`config.mk`:
```
export PLATFORM = sky130hd
export DESIGN_NAME = ims_ctrl
export DESIGN_NICKNAME = d
export VERILOG_FILES = /design/src/design/ims_pkg.sv /design/src/design/ims_ctrl.sv
export SDC_FILE = /design/constraint.sdc
export NUM_CORES = 1
export LEC_CHECK = 0
export BUFFER_PORTS_ARGS = -buffer_cell sky130_fd_sc_hd__buf_2
export CELL_PAD_IN_SITES_DETAIL_PLACEMENT = 0
export CELL_PAD_IN_SITES_GLOBAL_PLACEMENT = 1
export CORE_AREA = 2 2 39 41
export DETAILED_ROUTE_END_ITERATION = 10
export DIE_AREA = 0 0 41 43
export GPL_ROUTABILITY_DRIVEN = 0
export MAX_ROUTING_LAYER = met4
export PLACE_DENSITY = 0.74
export SLEW_MARGIN = 15
export SYNTH_ARGS = -nofsm -noshare
export SYNTH_HDL_FRONTEND = slang
export SYNTH_SLANG_ARGS = --single-unit
```
`constraint.sdc`:
```
create_clock -name clk_i -period 2 [get_ports clk_i]
set_clock_uncertainty 0.1 [all_clocks]
set_input_delay 0.2 -clock clk_i [delete_from_list [all_inputs] [get_ports clk_i]]
set_output_delay 0.2 -clock clk_i [all_outputs]
set_load 0.005 [all_outputs]
```
`src/design/ims_pkg.sv`:
```
package ims_pkg;

  // Lattice geometry
  localparam int unsigned SIDE  = 128;
  localparam int unsigned IDX_W = $clog2(SIDE);
  localparam int unsigned POS_W = 7;

  typedef logic [IDX_W-1:0] idx_t;

  // Configuration register indexes
  localparam int unsigned CFG_IDX_W = 1;
  localparam logic [CFG_IDX_W-1:0] CFG_THR_TWO  = 1'b0;
  localparam logic [CFG_IDX_W-1:0] CFG_THR_FOUR = 1'b1;

  // Item commands
  typedef enum logic [1:0] {
    CMD_LOAD   = 2'd0,
    CMD_TRIAL  = 2'd1,
    CMD_REPORT = 2'd2,
    CMD_NONE   = 2'd3
  } cmd_e;

  // Which lattice row the read port fetches
  typedef enum logic [1:0] {
    SEL_UP  = 2'd0,
    SEL_MID = 2'd1,
    SEL_DN  = 2'd2
  } row_sel_e;

  // Controller to datapath
  typedef struct packed {
    logic     capture;
    logic     rd_en;
    row_sel_e rd_sel;
    logic     cap_up;
    logic     cap_mid;
    logic     exec;
  } ctrl_cmd_t;

  // Datapath to controller
  typedef struct packed {
    logic in_is_trial;
  } ctrl_status_t;

  // Position taken modulo the lattice side
  function automatic idx_t wrap_idx(logic [POS_W-1:0] v);
    return idx_t'(v % SIDE);
  endfunction

  // Periodic neighbors
  function automatic idx_t prev_idx(idx_t i);
    return (i == '0) ? idx_t'(SIDE - 1) : idx_t'(i - 1'b1);
  endfunction

  function automatic idx_t next_idx(idx_t i);
    return (i == idx_t'(SIDE - 1)) ? '0 : idx_t'(i + 1'b1);
  endfunction

endpackage

```
`src/design/ims_ctrl.sv`:
```
module ims_ctrl (
  input  logic                  clk_i,
  input  logic                  rst_ni,
  input  logic                  in_valid_i,
  output logic                  in_stall_o,
  output logic                  out_valid_o,
  input  logic                  out_stall_i,
  input  ims_pkg::ctrl_status_t status_i,
  output ims_pkg::ctrl_cmd_t    cmd_o
);
  import ims_pkg::*;

  typedef enum logic [4:0] {
    S_IDLE   = 5'b00001,
    S_RD_UP  = 5'b00010,
    S_RD_MID = 5'b00100,
    S_RD_DN  = 5'b01000,
    S_EXEC   = 5'b10000
  } state_e;

  state_e state_q, state_d;
  logic   out_valid_q, out_valid_d;
  logic   in_fire, out_fire, out_free;

  assign in_fire  = in_valid_i && (state_q == S_IDLE);
  assign out_fire = out_valid_q && !out_stall_i;
  assign out_free = !out_valid_q || !out_stall_i;

  assign in_stall_o  = (state_q != S_IDLE);
  assign out_valid_o = out_valid_q;

  // Sequencer: trials fetch three rows, other commands go straight to execute
  always_comb begin
    state_d = state_q;
    cmd_o   = '0;
    cmd_o.rd_sel = SEL_UP;
    case (state_q)
      S_IDLE: begin
        if (in_fire) begin
          cmd_o.capture = 1'b1;
          state_d = status_i.in_is_trial ? S_RD_UP : S_EXEC;
        end
      end
      S_RD_UP: begin
        cmd_o.rd_en  = 1'b1;
        cmd_o.rd_sel = SEL_UP;
        state_d = S_RD_MID;
      end
      S_RD_MID: begin
        cmd_o.rd_en  = 1'b1;
        cmd_o.rd_sel = SEL_MID;
        cmd_o.cap_up = 1'b1;
        state_d = S_RD_DN;
      end
      S_RD_DN: begin
        cmd_o.rd_en   = 1'b1;
        cmd_o.rd_sel  = SEL_DN;
        cmd_o.cap_mid = 1'b1;
        state_d = S_EXEC;
      end
      S_EXEC: begin
        if (out_free) begin
          cmd_o.exec = 1'b1;
          state_d = S_IDLE;
        end
      end
      default: state_d = S_IDLE;
    endcase
  end

  // Output slot: filled on execute, emptied when the beat is taken
  always_comb begin
    out_valid_d = out_valid_q;
    if (cmd_o.exec) begin
      out_valid_d = 1'b1;
    end else if (out_fire) begin
      out_valid_d = 1'b0;
    end
  end

  always_ff @(posedge clk_i or negedge rst_ni) begin
    if (!rst_ni) begin
      state_q     <= S_IDLE;
      out_valid_q <= 1'b0;
    end else begin
      state_q     <= state_d;
      out_valid_q <= out_valid_d;
    end
  end

  // Execute never overwrites a result that is still held
  assert property (@(posedge clk_i) disable iff (!rst_ni)
    cmd_o.exec |-> (!out_valid_q || !out_stall_i))
    else $error("execute while output slot busy");

  // An accepted beat always leaves idle
  assert property (@(posedge clk_i) disable iff (!rst_ni)
    in_fire |=> (state_q != S_IDLE))
    else $error("accepted beat not processed");

  // A new result appears only after an execute step
  assert property (@(posedge clk_i) disable iff (!rst_ni)
    $rose(out_valid_q) |-> $past(cmd_o.exec))
    else $error("result without execute");

endmodule

```
==> metrics.cfg, run 1 <==
[clock_tree]
insertion_delay_ns=0.25
cts_tree=built
htree_num_levels=1
clk_pin_slew_ns=0.05
clockBufferDepth=2
cts_root_buf=clkbuf_4
clkSinkCount=6
cts_made_buffers=3

[synth]
synth_area_um2=457.9
yosysTopAreaCell=dfrtp_1
ys_seq_elements=6
synthesis.instances=43
async_reset_ff_share_pct=100.0
synth_fp_nets=48
yosys-top-cells-count=dfrtp_1 (5), nor2_1 (5), nor3b_2 (4)
ys_warn_count=0
ys_types=22
synth_flop_cell=dfrtp_1
ys_seq_area_share_pct=33.06
syn_avg_cell_area_um2=10.65
synth_area_leaders=dfrtp_1 (27%), nor3b_2 (11%), buf_6 (7.4%), dfstp_2 (5.7%), buf_4 (4.9%)
synth_top_area_share_pct=27.32
synth-edff-count=0

[sta]
relSlewSlack_pct=69.29
drv_slew=0
fin_crit_sh_pct=88.22
fin_ws_ns=0.2357
fin_crit_ns=1.764
hold_viol_final=0
rsz0062_at_grt=no
setup_viol=0
worstMarginPinSlew_ns=0.4607
fmax_ghz=0.5668
finalSetupTns_ns=0

[power_and_ir_drop]
peakVddDrop_v=0.0005204
totalPowerFinal_mw=0.5638
p_leak_nw=0.2520
powerDensity_mw_per_mm2=1078

[worst_hold_path]
holdCritPathClass=input pin to flop

[detailed_routing]
vias=352
dr.pass1.iters=6
drt_wl_total_um=784
drt_iter0_drc=4
viasPerCell=4.958
wl_per_cell_um=11.04
drc=0
final_antenna_net_count=0

[die]
io_pins=14
die-height_um=43
start_util_pct=33.09
coreArea_mm2=0.001384
chipWidth_um=41
floorplan.rows=14
die-area_mm2=0.001763

[setup_path]
required_ns=1.70
worstPathBufferInverterCount=1
path_cells=or3_4 > nor3b_2 > buf_2
cpPeakStageDelay_ns=0.45
crit_arrival_ns=1.46
crit_path_start_kind=flop
crit_slowest_cell=dfrtp_1
critPathTopFamily=simple AND/OR/NAND/NOR gates
crit_type=flop to output port
path_max_fanout=8
crit_path_end_kind=output port

[grt]
grt_overflow_total=0
antenna_found_initial=0
grt_pass1_vias=324
grt_usage_pct=11.30
grt_max_degree=12
grt_pass1_wl_um=1304

[placement]
dp_hpwl_um=577.2
dp.cells=66
placed_cell_area_um2=486.7
place_ws_ns=0.4956
io_buffers=13

[layout]
fin_area_um2=523.0
nNetsFinal=61
fin_cells=71
layout-drive-gt1-share_pct=50.91
areaGrowthSynthToFinish_pct=14.21
antennaDiodeCount=0

[outcome]
status=finished clean

[run]
cap_violations=0

placed cells by master, fill, tap and decap left out, types with 2 or more instances in the layout:
| cell type | n |
|---|---|
| nor3b_2 | 4 |
| nand2_1 | 3 |
| clkbuf_4 | 3 |
| dfrtp_1 | 5 |
| nor2_1 | 5 |
| buf_2 | 13 |
| nor3_1 | 3 |
| mux2i_1 | 2 |
| nand3_1 | 2 |
power breakdown:
part / switching (mW) / internal [mW] / total (mW)
clock network: 0.0450 / 0.0756 / 0.121
logic: 0.100 / 0.128 / 0.229
registers: 0.0590 / 0.156 / 0.215
total: 0.204 / 0.359 / 0.564
through the flow:
step,utilization (%),hold slack [ns]
final,37.79,0.07484
after global routing,37.79,0.08690
after CTS,37.79,0.07384
after detailed placement,35.17,-0.06801
after global placement,35.17,-0.06600
after floorplan,-,-0.1956
state kept, by name, indices dropped and copies added (netlist names):
| name | flops |
|---|---|
| state_q | 5 |
| out_valid_o | 1 |
per-layer routing:
layer	vias up	wire, µm	global-route usage, %
li1	170	-	-
met1	166	343	13.49
met2	16	382	16.56
met3	0	57	7.853
met4	0	0	0
met5	-	0	-
repair_timing:
| item | CTS | global route |
|---|---|---|
| hold endpoints to repair | 6 | 0 |
| hold buffers | 1 | 0 |
| buffers inserted | 0 | 0 |
| resized for setup | 0 | 0 |
logic make-up (layout without fill, tap and decap cells):
group | count (synthesis) | in the layout | synth area share [%]
flip-flops | 6 | 6 | 33.06
AO/OA/AOI/OAI | 6 | 6 | 12.84
XOR/XNOR | 1 | 1 | 3.553
buffers and inverters | 6 | 18 | 12.29
AND/OR/NAND/NOR | 22 | 22 | 33.88
multiplexers | 2 | 2 | 4.372
layout make-up:
class	count	area (µm²)
sequential	6	151.4
fill	146	860.8
multi-input combinational	31	250.2
timing repair buffer	14	75.07
clock buffer	4	26.28
tap	16	20.02
path summary, 6_finish.rpt:
path                       cells past startpoint  slack, ns          end        start
min in group asynchronous                      2       0.21   state_q[1]       rst_ni
hold / removal                                 2       0.07   state_q[1]     status_i
setup reg to reg                               3       0.56   state_q[4]   state_q[0]
max in group asynchronous                      2       1.36   state_q[0]       rst_ni
setup / recovery                               3       0.24     cmd_o[4]   state_q[1]
hold reg to reg                                2       0.47  out_valid_o  out_valid_o
(Power assumes the default switching activity.)
==> run 2: changes to the inputs <==
--- a/config.mk
+++ b/config.mk
@@ -15,5 +15,4 @@
 export MAX_ROUTING_LAYER = met4
 export PLACE_DENSITY = 0.74
-export SLEW_MARGIN = 15
 export SYNTH_ARGS = -nofsm -noshare
 export SYNTH_HDL_FRONTEND = slang
==> constraint.sdc (replaced) <==
create_clock -name clk_i -period 2 [get_ports clk_i]
set_clock_uncertainty 0.1 [all_clocks]
set_input_delay 0.1 -clock clk_i [delete_from_list [all_inputs] [get_ports clk_i]]
set_output_delay 0.1 -clock clk_i [all_outputs]
set_load 0.005 [all_outputs]
==> metrics.cfg, run 2 (same netlist as run 1, synthesis figures left out) <==
[detailed_routing]
wl_per_cell_um=10.67
drt_iter0_drc=0
viasPerCell=4.778
final_antenna_net_count=0
vias=344
dr.pass1.iters=1
drc=0
drt_wl_total_um=768

[layout]
largest_register=state_q
areaGrowthSynthToFinish_pct=16.39
fin_area_um2=533.0
largest_reg_flops=5
final_common_cell=buf_2
nNetsFinal=62
fin_cells=72
layout-drive-gt1-share_pct=50.00
final_core_util_pct=38.52
mostFrequentLayoutCells=buf_2 (13), nor2_1 (5), dfrtp_1 (5)
fill_cells=142
antennaDiodeCount=0

[clock_tree]
clkSinkCount=6
insertion_delay_ns=0.25
clk_pin_slew_ns=0.04
clockBufferDepth=2
htree_num_levels=1
cts_made_buffers=3
cts_resized=0
cts_root_buf=clkbuf_4
cts_tree=built

[placement]
place_ws_ns=0.5799
dp.cells=66
io_buffers=13
dp_hpwl_um=578.5
placed_cell_area_um2=486.7

[setup_path]
crit_arrival_ns=1.47
crit_path_start_kind=flop
crit_path_end_kind=output port
path_cells=or3_4 > nor3b_2 > buf_2
critPathTopFamily=simple AND/OR/NAND/NOR gates
path_max_fanout=8
crit_type=flop to output port
crit_slowest_cell=dfrtp_1
cpPeakStageDelay_ns=0.46
required_ns=1.80
worstPathBufferInverterCount=1

[grt]
grt_overflow_total=0
grt_usage_pct=10.78
grt_pass1_wl_um=1235
grt_pass1_vias=303
antenna_found_initial=0
grt_max_degree=12

[sta]
finalSetupTns_ns=0
fin_crit_sh_pct=83.32
rsz0062_at_grt=no
setup_viol=0
fin_ws_ns=0.3336
fin_crit_ns=1.666
fmax_ghz=0.6001
worstMarginPinSlew_ns=0.4538
holdWs_ns=0.03674
hold_viol_final=0
relSlewSlack_pct=69.75
drv_slew=0

[die]
io_pins=14
coreArea_mm2=0.001384
floorplan.rows=14
die-height_um=43
chipWidth_um=41
die-area_mm2=0.001763
start_util_pct=33.09

[worst_hold_path]
holdCritPathClass=input pin to flop

[run]
cap_violations=0

[outcome]
status=finished clean

[power_and_ir_drop]
p_leak_nw=0.2562
powerDensity_mw_per_mm2=1052
peakVddDrop_v=0.0006057
totalPowerFinal_mw=0.5606

-- run 2: worst paths after layout --
path | start | end | slack (ns) | cells after the start
max | state_q[1] | cmd_o[3] | 0.33 | 3
min | out_stall_i | out_valid_o | 0.04 | 3
max reg2reg | state_q[0] | state_q[4] | 0.58 | 3
min reg2reg | out_valid_o | out_valid_o | 0.47 | 2
max in group asynchronous | rst_ni | state_q[0] | 1.47 | 2
min in group asynchronous | rst_ni | state_q[4] | 0.10 | 2
-- run 2: power breakdown --
| group | switching [mW] | internal (mW) | total (mW) | leakage [nW] |
|---|---|---|---|---|
| registers | 0.0580 | 0.156 | 0.214 | 0.0791 |
| clock network | 0.0444 | 0.0756 | 0.120 | 0.0150 |
| logic | 0.0976 | 0.129 | 0.227 | 0.162 |
| total | 0.200 | 0.361 | 0.561 | 0.256 |
-- run 2: per-layer routing --
metal  up-vias  wire, µm  GRT usage [%]  share of wire, %
li1        174         -              -                 -
met1       159       352          13.49                46
met2         9       359          14.06                47
met3         2        50          7.853               6.5
met4         0         6          2.000              0.78
met5         -         0              -                 0
-- run 2: worst register-to-register path, stage by stage (launching register included) --
cell	delay (ns)
dfstp_2	0.60
nor3b_4	0.24
a32oi_2	0.15
o32ai_2	0.25
-- run 2: cell type report --
type | instances | area [µm²] | share of cell area (%)
multi-input combinational | 31 | 250.2 | 46.95
clock buffer | 4 | 26.28 | 4.930
tap | 16 | 20.02 | 3.756
sequential | 6 | 151.4 | 28.40
timing repair buffer | 15 | 85.08 | 15.96
-- run 2: timing repair --
| action | in CTS | in global routing |
|---|---|---|
| hold buffers | 2 | 0 |
| setup buffers | 0 | 0 |
| hold endpoints to repair | 7 | 0 |
